`src/rtl/fqp_pkg.sv`:
```
// fqp_pkg: shared types, sizes and the ieee equality function for the promote queue
// no dependencies; imported by every module of the block
`default_nettype none

package fqp_pkg;

    // queue size and derived widths
    localparam int DEPTH  = 16;
    localparam int CNT_W  = $clog2(DEPTH + 1);
    localparam int WORD_W = 32;
    localparam int OCC_W  = 5;

    typedef enum logic [1:0] {
        OP_ENQ     = 2'd0,
        OP_DEQ     = 2'd1,
        OP_PEEK    = 2'd2,
        OP_PROMOTE = 2'd3
    } op_t;

    typedef enum logic [1:0] {
        RES_OK       = 2'd0,
        RES_EMPTY    = 2'd1,
        RES_FULL     = 2'd2,
        RES_NOTFOUND = 2'd3
    } res_t;

    typedef enum logic {
        S_IDLE = 1'b0,
        S_EXEC = 1'b1
    } state_t;

    // controller to datapath
    typedef struct packed {
        logic capture;
        logic execute;
    } cmd_t;

    localparam logic [WORD_W-1:0] EXP_MASK  = 32'h7F80_0000;
    localparam logic [WORD_W-1:0] MANT_MASK = 32'h007F_FFFF;
    localparam logic [WORD_W-1:0] MAG_MASK  = 32'h7FFF_FFFF;

    function automatic logic is_nan(input logic [WORD_W-1:0] w);
        return ((w & EXP_MASK) == EXP_MASK) && ((w & MANT_MASK) != '0);
    endfunction

    // +0 equals -0, nan equals nothing
    function automatic logic ieee_equal(input logic [WORD_W-1:0] a,
                                        input logic [WORD_W-1:0] b);
        logic eq;
        eq = 1'b0;
        if (is_nan(a) || is_nan(b))
            eq = 1'b0;
        else if (((a & MAG_MASK) == '0) && ((b & MAG_MASK) == '0))
            eq = 1'b1;
        else
            eq = (a == b);
        return eq;
    endfunction

endpackage

`default_nettype wire

```
`src/rtl/fqp_ctrl.sv`:
```
// fqp_ctrl: two-state sequencer that captures a word and then executes it
// depends on fqp_pkg
`default_nettype none

module fqp_ctrl
    import fqp_pkg::*;
(
    input  wire logic clk,
    input  wire logic rst_n,
    input  wire logic in_valid,
    output logic      in_ready,
    output logic      out_valid,
    input  wire logic out_ready,
    output cmd_t      cmd
);

    state_t state_reg, state_next;
    logic   out_valid_reg, out_valid_next;
    logic   out_free;

    assign out_free = !out_valid_reg || out_ready;

    // next state
    always_comb
    begin
        state_next = state_reg;
        unique case (state_reg)
            S_IDLE:
            begin
                if (in_valid)
                    state_next = S_EXEC;
            end
            S_EXEC:
            begin
                if (out_free)
                    state_next = S_IDLE;
            end
            default:
            begin
                state_next = S_IDLE;
            end
        endcase
    end

    // outputs
    always_comb
    begin
        in_ready    = 1'b0;
        cmd.capture = 1'b0;
        cmd.execute = 1'b0;
        unique case (state_reg)
            S_IDLE:
            begin
                in_ready    = 1'b1;
                cmd.capture = in_valid;
            end
            S_EXEC:
            begin
                cmd.execute = out_free;
            end
            default:
            begin
                in_ready = 1'b0;
            end
        endcase
    end

    always_comb
    begin
        if (cmd.execute)
            out_valid_next = 1'b1;
        else if (out_ready)
            out_valid_next = 1'b0;
        else
            out_valid_next = out_valid_reg;
    end

    assign out_valid = out_valid_reg;

    always_ff @(posedge clk or negedge rst_n)
    begin
        if (!rst_n)
        begin
            state_reg     <= S_IDLE;
            out_valid_reg <= 1'b0;
        end
        else
        begin
            state_reg     <= state_next;
            out_valid_reg <= out_valid_next;
        end
    end

    // a result is never overwritten before it is taken
    a_no_overwrite: assert property (@(posedge clk) disable iff (!rst_n)
        (out_valid_reg && !out_ready) |-> !cmd.execute)
        else $error("result register overwritten while held");

    // every captured word is executed in a later cycle
    a_capture_then_exec: assert property (@(posedge clk) disable iff (!rst_n)
        cmd.capture |=> (state_reg == S_EXEC))
        else $error("capture not followed by execute state");

    // a new result shows up right after execution
    a_exec_valid: assert property (@(posedge clk) disable iff (!rst_n)
        cmd.execute |=> out_valid_reg)
        else $error("execute did not raise out_valid");

endmodule

`default_nettype wire

```
`src/rtl/fqp_datapath.sv`:
```
// fqp_datapath: row of entry cells, parallel promote match, count and result register
// depends on fqp_pkg; driven by fqp_ctrl commands
`default_nettype none

module fqp_datapath
    import fqp_pkg::*;
(
    input  wire logic              clk,
    input  wire logic              rst_n,
    input  wire cmd_t              cmd,
    input  wire logic [1:0]        action,
    input  wire logic [WORD_W-1:0] value,
    output logic [1:0]             status,
    output logic [WORD_W-1:0]      data,
    output logic [OCC_W-1:0]       occupancy
);

    logic [WORD_W-1:0] entries_reg [DEPTH];
    logic [WORD_W-1:0] entries_next [DEPTH];
    logic [CNT_W-1:0]  count_reg, count_next;
    op_t               op_reg;
    logic [WORD_W-1:0] value_reg;

    logic [1:0]        status_reg, status_next;
    logic [WORD_W-1:0] data_reg, data_next;
    logic [OCC_W-1:0]  occ_reg;

    logic [DEPTH-1:0]  match;
    logic [DEPTH-1:0]  first;
    logic [DEPTH-1:0]  upto_hit;
    logic              found;
    logic [WORD_W-1:0] hit_val;
    logic              is_empty;
    logic              is_full;

    assign is_empty = (count_reg == '0);
    assign is_full  = (count_reg == CNT_W'(DEPTH));

    // compare every live cell at once, pick the one nearest the head
    always_comb
    begin
        for (int i = 0; i < DEPTH; i++)
            match[i] = (CNT_W'(i) < count_reg) && ieee_equal(entries_reg[i], value_reg);
    end

    assign first    = match & (~match + DEPTH'(1));
    assign upto_hit = first | (first - DEPTH'(1));
    assign found    = |match;

    always_comb
    begin
        hit_val = '0;
        for (int i = 0; i < DEPTH; i++)
            hit_val = hit_val | ({WORD_W{first[i]}} & entries_reg[i]);
    end

    always_comb
    begin
        entries_next = entries_reg;
        count_next   = count_reg;
        status_next  = RES_OK;
        data_next    = '0;
        case (op_reg)
            OP_ENQ:
            begin
                if (is_full)
                    status_next = RES_FULL;
                else
                begin
                    for (int k = 0; k < DEPTH; k++)
                        if (count_reg == CNT_W'(k))
                            entries_next[k] = value_reg;
                    count_next = count_reg + CNT_W'(1);
                end
            end
            OP_DEQ:
            begin
                if (is_empty)
                    status_next = RES_EMPTY;
                else
                begin
                    data_next = entries_reg[0];
                    for (int k = 0; k < DEPTH - 1; k++)
                        entries_next[k] = entries_reg[k + 1];
                    count_next = count_reg - CNT_W'(1);
                end
            end
            OP_PEEK:
            begin
                if (is_empty)
                    status_next = RES_EMPTY;
                else
                    data_next = entries_reg[0];
            end
            default:
            begin
                // promote: cells up to the hit move back by one, hit goes to the head
                if (!found)
                    status_next = RES_NOTFOUND;
                else
                begin
                    entries_next[0] = hit_val;
                    for (int k = 1; k < DEPTH; k++)
                        if (upto_hit[k])
                            entries_next[k] = entries_reg[k - 1];
                end
            end
        endcase
    end

    // captured word and entry cells
    always_ff @(posedge clk)
    begin
        if (cmd.capture)
        begin
            op_reg    <= op_t'(action);
            value_reg <= value;
        end
        if (cmd.execute)
            entries_reg <= entries_next;
    end

    always_ff @(posedge clk or negedge rst_n)
    begin
        if (!rst_n)
        begin
            count_reg  <= '0;
            status_reg <= RES_OK;
            data_reg   <= '0;
            occ_reg    <= '0;
        end
        else if (cmd.execute)
        begin
            count_reg  <= count_next;
            status_reg <= status_next;
            data_reg   <= data_next;
            occ_reg    <= OCC_W'(count_next);
        end
    end

    assign status    = status_reg;
    assign data      = data_reg;
    assign occupancy = occ_reg;

    a_count_bound: assert property (@(posedge clk) disable iff (!rst_n)
        count_reg <= CNT_W'(DEPTH))
        else $error("entry count above depth");

    a_data_only_ok: assert property (@(posedge clk) disable iff (!rst_n)
        (data_reg != '0) |-> (status_reg == RES_OK))
        else $error("nonzero data with error status");

    a_count_hold: assert property (@(posedge clk) disable iff (!rst_n)
        !cmd.execute |=> (count_reg == $past(count_reg)))
        else $error("count changed without execute");

    a_deq_count: assert property (@(posedge clk) disable iff (!rst_n)
        (cmd.execute && op_reg == OP_DEQ && !is_empty)
            |=> (count_reg == $past(count_reg) - CNT_W'(1)))
        else $error("dequeue did not lower the count");

endmodule

`default_nettype wire

```
`src/rtl/fifo_queue_with_promote_top.sv`:
```
// fifo_queue_with_promote_top: top level of the promote queue
// depends on fqp_pkg, fqp_ctrl and fqp_datapath
`default_nettype none

// Bounded queue of DEPTH (16) 32-bit float words with enqueue, dequeue, peek and
// promote. Every input word is first captured and then executed against the entry
// cells; no new word is taken until the last one has executed. The execute cycle
// compares the search value against all live cells in
// parallel (ieee equality: +0 equals -0, nan matches nothing), picks the match
// nearest the head and rotates it to the front in the same cycle. A finished
// result sits in an output register; the next word is accepted while it waits,
// and execution holds only if that register is still occupied. Each word gives
// exactly one result: status, data (dequeued or peeked value, else zero) and the
// occupancy after the operation. Enqueue on a full queue is dropped with a full
// status; dequeue or peek on an empty queue returns zero with an empty status.
// Entry cells are not reset, only count and outputs, so no clearing pass is needed.

module fifo_queue_with_promote_top
    import fqp_pkg::*;
(
    input  wire logic              clk,
    input  wire logic              rst_n,
    input  wire logic              in_valid,
    output logic                   in_ready,
    input  wire logic [1:0]        action,
    input  wire logic [WORD_W-1:0] value,
    output logic                   out_valid,
    input  wire logic              out_ready,
    output logic [1:0]             status,
    output logic [WORD_W-1:0]      data,
    output logic [OCC_W-1:0]       occupancy
);

    cmd_t cmd;

    // sequencer: capture cycle, execute cycle, result handshake
    fqp_ctrl u_ctrl (
        .clk       (clk),
        .rst_n     (rst_n),
        .in_valid  (in_valid),
        .in_ready  (in_ready),
        .out_valid (out_valid),
        .out_ready (out_ready),
        .cmd       (cmd)
    );

    // entry cells, match logic and result register
    fqp_datapath u_datapath (
        .clk       (clk),
        .rst_n     (rst_n),
        .cmd       (cmd),
        .action    (action),
        .value     (value),
        .status    (status),
        .data      (data),
        .occupancy (occupancy)
    );

endmodule

`default_nettype wire

```
`config.mk`:
```
export PLATFORM = sky130hd
export DESIGN_NAME = fifo_queue_with_promote_top
export DESIGN_NICKNAME = d
export VERILOG_FILES = /design/src/rtl/fqp_pkg.sv /design/src/rtl/fqp_ctrl.sv /design/src/rtl/fqp_datapath.sv /design/src/rtl/fifo_queue_with_promote_top.sv
export SDC_FILE = /design/constraint.sdc
export NUM_CORES = 2
export LEC_CHECK = 0
export BUFFER_PORTS_ARGS = -buffer_cell sky130_fd_sc_hd__buf_2
export CORE_AREA = 2 2 285 287
export DETAILED_ROUTE_END_ITERATION = 10
export DIE_AREA = 0 0 287 289
export PLACE_DENSITY = 0.67
export RECOVER_POWER = 100
export SKIP_CTS_REPAIR_TIMING = 1
export SLEW_MARGIN = 20
export SYNTH_ARGS = -nofsm -noshare
export SYNTH_HDL_FRONTEND = slang
export SYNTH_SLANG_ARGS = --single-unit
```
`constraint.sdc`:
```
create_clock -name clk -period 6.5 [get_ports clk]
set_input_delay 0.975 -clock clk [delete_from_list [all_inputs] [get_ports clk]]
set_output_delay 0.975 -clock clk [all_outputs]
set_load 0.005 [all_outputs]
```
# Word-level counts from Yosys, hierarchy flattened
# Cells that the tools add are included.
# word_totals
reg_bits,587
inputBits,38
output_inout_bits,41
word_cells,375
# classes
n_addsub,4
n_lt_le_gt_ge,16
eq_ne,69
mux,85
bitwise_logic,37
reduce_logical,141
# op_table
cell,n
$pmux W480 S3,1
$mux W32,33
$mux W512,2
$logic_not A32 Y1,17
$reduce_bool A32 Y1,17
$and A32 B32 Y32,16
$eq A32 B32 Y1,16
$mux W480,1
$or A32 B32 Y32,15
$eq A8 B8 Y1 const B,17
$reduce_and A7 Y1,14
$pmux W32 S2,1
$logic_and A1 B1 Y1,49
$reduce_bool A3 Y1,15
$eq A5 B4 Y1 const B,8
$lt A4 B5 Y1 const A,8
$mux W1,40
$ne A2 B1 Y1 const B,16
$eq A5 B3 Y1 const B,4
$lt A3 B5 Y1 const A,4
$logic_or A1 B1 Y1,17
$add A16 B1 Y16 const B,1
$and A16 B16 Y16,1
$not A16 Y16,1
other kinds (26),38

# Longest topological paths before layout
# logic_depth
word_depth,26
mapped_depth,15
ltp_nobuf,11

# Cells and area by module
# From an unflattened synthesis, not the netlist that was laid out.
# hier_totals
hier_cells,3264
area_unflattened_um2,36408.7
# modules_own_cells
mod,instances,cells_each,area_each_um2,seq_area_each_um2
fqp_datapath,1,3255,36307.3,17371.7
fqp_ctrl,1,9,101.3,50.0

# Worst setup path after synthesis
# No wires, ideal clock.
# synth_timing
kind,register -> register
startpoint,register u_datapath.value_reg[12]
endpoint,register u_datapath.entries_reg[224] in the netlist's numbering (enable)
setup_time_ns,0.470
arrival_ns,5.117
required_time_ns,6.030
slack_ns,0.913
stages_incl_launch_ff,14
n_path_buf,2
period_less_slack_ns,5.587
cell_sequence,edfxtp_1 -> buf_6 -> nor4_2 -> nand4_2 -> o21ai_2 -> buf_4 -> nand2_1 -> or4b_1 -> nor2b_1 -> nand4_2 -> or2_2 -> nor3b_1 -> a211o_1 -> a211oi_1
# synth_via
elab_chain_cells,12
word_cells_on_any_way,108
classes_between,add/sub: 2; eq/ne: 16; mux: 32; bitwise: 3; reduce/logical: 55
# synth_rtl
item,line,source
from (decl),fqp_datapath.sv:22,logic [WORD_W-1:0] value_reg;
from (signal assigned),fqp_datapath.sv:117,value_reg <= value;
$logic_not A32 Y1 / $reduce_bool A32 Y1 (equally long branches),"fqp_pkg.sv:53, fqp_pkg.sv:43",
$logic_and A1 B1 Y1 (on tied branches),"fqp_pkg.sv:53, fqp_pkg.sv:43",
$mux W1 / $logic_or A1 B1 Y1 (equally long branches),"fqp_pkg.sv:53, fqp_pkg.sv:51",
$mux W1,fqp_pkg.sv:51,if (is_nan(a) || is_nan(b))
$logic_and A1 B1 Y1,fqp_datapath.sv:43,"match[i] = (CNT_W'(i) < count_reg) && ieee_equal(entries_reg[i], value_reg);"
$not A16 Y16,fqp_datapath.sv:46,assign first = match & (~match + DEPTH'(1));
$add A16 B1 Y16,fqp_datapath.sv:46,
$and A16 B16 Y16,fqp_datapath.sv:46,
$sub A16 B1 Y16,fqp_datapath.sv:47,assign upto_hit = first | (first - DEPTH'(1));
$or A16 B16 Y16,fqp_datapath.sv:47,
$reduce_bool A3 Y1 (no line),--,
$reduce_and A7 Y1 (no line) *,--,
to (signal assigned),fqp_datapath.sv:120,entries_reg <= entries_next;
to (decl),fqp_datapath.sv:18,logic [WORD_W-1:0] entries_reg [DEPTH];
# Mark *: on every way between the ends. The rest lies on a longest branch, timed or not.
# A chain may end at the register's enable or synchronous reset.

# Final worst setup path
# layout_timing
startpoint,register u_datapath.value_reg[27]
endpoint,register u_datapath.entries_reg[128] in the netlist's numbering (enable)
# layout_via
elab_chain_cells,12
word_cells_on_any_way,108
classes_between,add/sub: 2; eq/ne: 17; mux: 32; bitwise: 3; reduce/logical: 54
# layout_rtl
item,line
$logic_not A32 Y1 / $eq A8 B8 Y1 (equally long branches),"fqp_pkg.sv:53, fqp_pkg.sv:43"
$logic_and A1 B1 Y1 (on tied branches),"fqp_pkg.sv:53, fqp_pkg.sv:43"
$mux W1 / $logic_or A1 B1 Y1 (equally long branches),"fqp_pkg.sv:53, fqp_pkg.sv:51"
$mux W1,fqp_pkg.sv:51
$logic_and A1 B1 Y1,fqp_datapath.sv:43
$not A16 Y16,fqp_datapath.sv:46
$add A16 B1 Y16,fqp_datapath.sv:46
$and A16 B16 Y16,fqp_datapath.sv:46
$sub A16 B1 Y16,fqp_datapath.sv:47
$or A16 B16 Y16,fqp_datapath.sv:47
$reduce_bool A3 Y1 (no line),--
$reduce_and A7 Y1 (no line) *,--
# Marks and branches as above.

==> flow_summary.toml <==
[run_status]
status = "finished, violations left"
violations = "design-rule violations, max-capacitance violations, max-slew violations"

[floorplanning]
ios = 79
core_area_um2 = 79900
die_w_um = 287
fp.dieH_um = 289
start_util = 0.455
num_rows = 104
die_area_um2 = 82900

[job]
max-cap-violations = 5

[critical_path]
worstSetupStartpointType = "flip-flop"
critPathKind = "flip-flop to flip-flop"
r2r_slack_ps = 630
critical_path.max_fanout = 32
endpoint_kind = "flip-flop"
crit_required_ps = 6800
reg2regPathDepth = 14
arrival_ps = 6170

[grt]
grt_max_degree = 179
grt_overflow = 0
grt_first_pass_wirelength_um = 255000
grt_pass1_vias = 30800
grt_use_total = 0.436
antenna_found_initial = 3

[finish]
area_delta_synth_final_pct = 9.88
largest_reg_flops = 512
finalNetCount = 3215
final_layout_size_suffix_gt1_frac = 0.102
layoutNonFillerInstCount = 4287

[pwr]
pwr-share-seq = 0.420
p_leak_nw = 12.6
p_clk_frac = 0.278
cellPowerDensity_nw_per_um2 = 384
swShare = 0.393
p_comb_frac = 0.302
switchingPower_mw = 6.03
total_power_mw = 15.3
irDropWorstVdd_mv = 0.308
p_int_mw = 9.31

[placement]
place_congestion = 1.04
io_buffers = 78
hpwl_um = 134000
placed_cells = 4154

[drt]
via_count = 33600
wire_per_inst_um = 43.3
vias_per_cell = 7.84
wirelength_um = 186000
ant_nets = 0
first_pass_iters = 11
post-route-drc-count = 13
drtIter0Drc = 7119

[clock_network]
cts_buffer_depth = 3
clock-sinks = 587
cts_tree = "done"
root_buffer = "clkbuf_16"
cts.clk_slew.worst_paths_ps = 60
cts_buffers = 71
clk_latency_ps = 650
cts_htree_levels = 3

[timing]
whs_ps = 491
finalHoldViolCount = 0
final.min_clock_period_ps = 5870
drv_slew = 150
relSlewSlack = -0.628
fin_crit_sh = 0.903
setup_violations = 0
fin_tns_setup_ps = 0
worst_pin_slew_ps = 2440
rsz0062_at_grt = "no"
fmax_ghz = 0.170
skew_ps = 25.8

[synth]
postSynthAreaPerCell_um2 = 11.3
synth_seq_cells = 587
synth-seq-area-share = 0.479
synth_top_area_frac = 0.451
ys_warn_count = 0
postSynthNetCount = 3279
yosys.cell_types.count = 74
synth_ff_type = "edfxtp_1"
async_reset_ff_frac = 0.0698
syn_inst = 3232
synth.largest_area_cell = "edfxtp_1"
synth_area_leaders = "edfxtp_1 45%, a221o_1 12%, xnor2_1 9.3%, xor2_1 3.1%, nor4_1 2.9%"
synth_edf_count = 546
post_synth_instance_area_um2 = 36400

[worst_hold_path]
hold_class = "flip-flop to flip-flop"
min_path_cells = 2
-- area by class of cell --
| type | instances | area, µm² |
|---|---|---|
| fillers | 7286 | 39900 |
| flip-flops and latches | 587 | 17400 |
| multi-input cells | 2217 | 17200 |
| clock buffers | 88 | 1950 |
| well taps | 1060 | 1330 |
| repair buffers | 188 | 1200 |
| clock inverters | 42 | 478 |
| inverters | 103 | 387 |
| diodes | 2 | 5.00 |
-- synth_stat cells, types with 5 or more instances --
| cell type | count |
|---|---|
| a221o_1 | 448 |
| edfxtp_1 | 546 |
| nor2_1 | 109 |
| dfrtp_1 | 41 |
| o31ai_1 | 5 |
| nand3_1 | 73 |
| nor2b_1 | 6 |
| o21ai_0 | 20 |
| buf_4 | 34 |
| xnor2_1 | 388 |
| inv_1 | 103 |
| a21oi_1 | 97 |
| nor4_1 | 171 |
| nor4_2 | 5 |
| nor4b_1 | 6 |
| and2_1 | 33 |
| o211ai_1 | 38 |
| xor2_1 | 129 |
| a22oi_1 | 38 |
| a22o_1 | 32 |
| clkbuf_1 | 229 |
| o2111a_1 | 23 |
| nor3_1 | 30 |
| a31oi_1 | 11 |
| nand2_1 | 151 |
| or3_1 | 5 |
| a211oi_1 | 41 |
| a2111oi_2 | 22 |
| ha_1 | 9 |
| a222oi_1 | 32 |
| buf_6 | 6 |
| buf_2 | 51 |
| a211o_1 | 27 |
| mux2_2 | 33 |
| nand4_1 | 165 |
| nand2b_1 | 5 |
| buf_1 | 5 |
-- power by group through the flow --
stage	Combinational [mW]	Clock, mW	Sequential (mW)
after floorplan	2.96	0	5.75
after global placement	4.44	0	6.39
after detailed placement	4.45	0	6.39
after CTS	4.47	4.26	6.32
after global routing	4.75	4.38	6.41
final	4.63	4.26	6.44
-- worst max-delay path, cell delays in order (launching register included) --
cell and delay (ps):
edfxtp_1 810, clkbuf_1 700, xnor2_1 240, nand4_1 140, nor4_1 110, a22oi_1 290
o22ai_1 200, nor3_1 670, nand4_2 200, or2_2 380, nor3b_1 570, a211o_1 240
clkbuf_2 440, a221oi_4 40, buf_4 390
-- metal layers --
layer	part of all wire	global-route usage	up-vias
li1	-	-	12900
met1	0.37	0.583	16800
met2	0.41	0.619	3283
met3	0.15	0.148	611
met4	0.073	0.241	4
met5	0.00012	0	-
-- cell families after synthesis --
| family | after synthesis | synth area share |
|---|---|---|
| AOI/OAI and AO/OA | 870 | 0.215 |
| xor gates and xnor gates | 517 | 0.124 |
| adders and majority gates | 9 | 0.00310 |
| buffers and inverters | 428 | 0.0507 |
| DFF | 587 | 0.479 |
| muxes | 34 | 0.0105 |
| and+or+nand+nor | 787 | 0.117 |
-- metrics by stage --
step | util | setup WS (ps) | area [µm²]
floorplan | - | 913 | 36400
global placement | 0.473 | 1320 | 37800
detailed placement | 0.473 | 1350 | 37800
CTS | 0.504 | 1290 | 40200
global route | 0.500 | 494 | 40000
finish | 0.500 | 631 | 40000
-- placed cells by master (no fill, tap or decap), types with 56 or more instances in the layout --
cell	synthesis	routed
clkbuf_16	0	74
edfxtp_1	546	546
inv_1	103	103
nand2_1	151	151
clkbuf_1	229	56
a221o_1	448	448
nor2_1	109	102
xor2_1	129	129
nor4_1	171	170
nand3_1	73	73
xnor2_1	388	388
buf_4	34	97
a21oi_1	97	94
nand4_1	165	165
-- worst paths after layout --
| check | startpoint | end |
|---|---|---|
| worst max-delay path | u_datapath.value_reg[27]$_DFFE_PP_ | u_datapath.entries_reg[128]$_DFFE_PP_ |
| worst min-delay path | u_datapath.status[1]$_DFFE_PN0P_ | u_datapath.status[1]$_DFFE_PN0P_ |
| worst min register to register | u_datapath.status[1]$_DFFE_PN0P_ | u_datapath.status[1]$_DFFE_PN0P_ |
| worst max register to register | u_datapath.value_reg[27]$_DFFE_PP_ | u_datapath.entries_reg[128]$_DFFE_PP_ |
| max in group asynchronous | rst_n | u_datapath.status[0]$_DFFE_PN0P_ |
| min in group asynchronous | rst_n | u_datapath.data[4]$_DFFE_PN0P_ |
(Power assumes the default switching activity.)
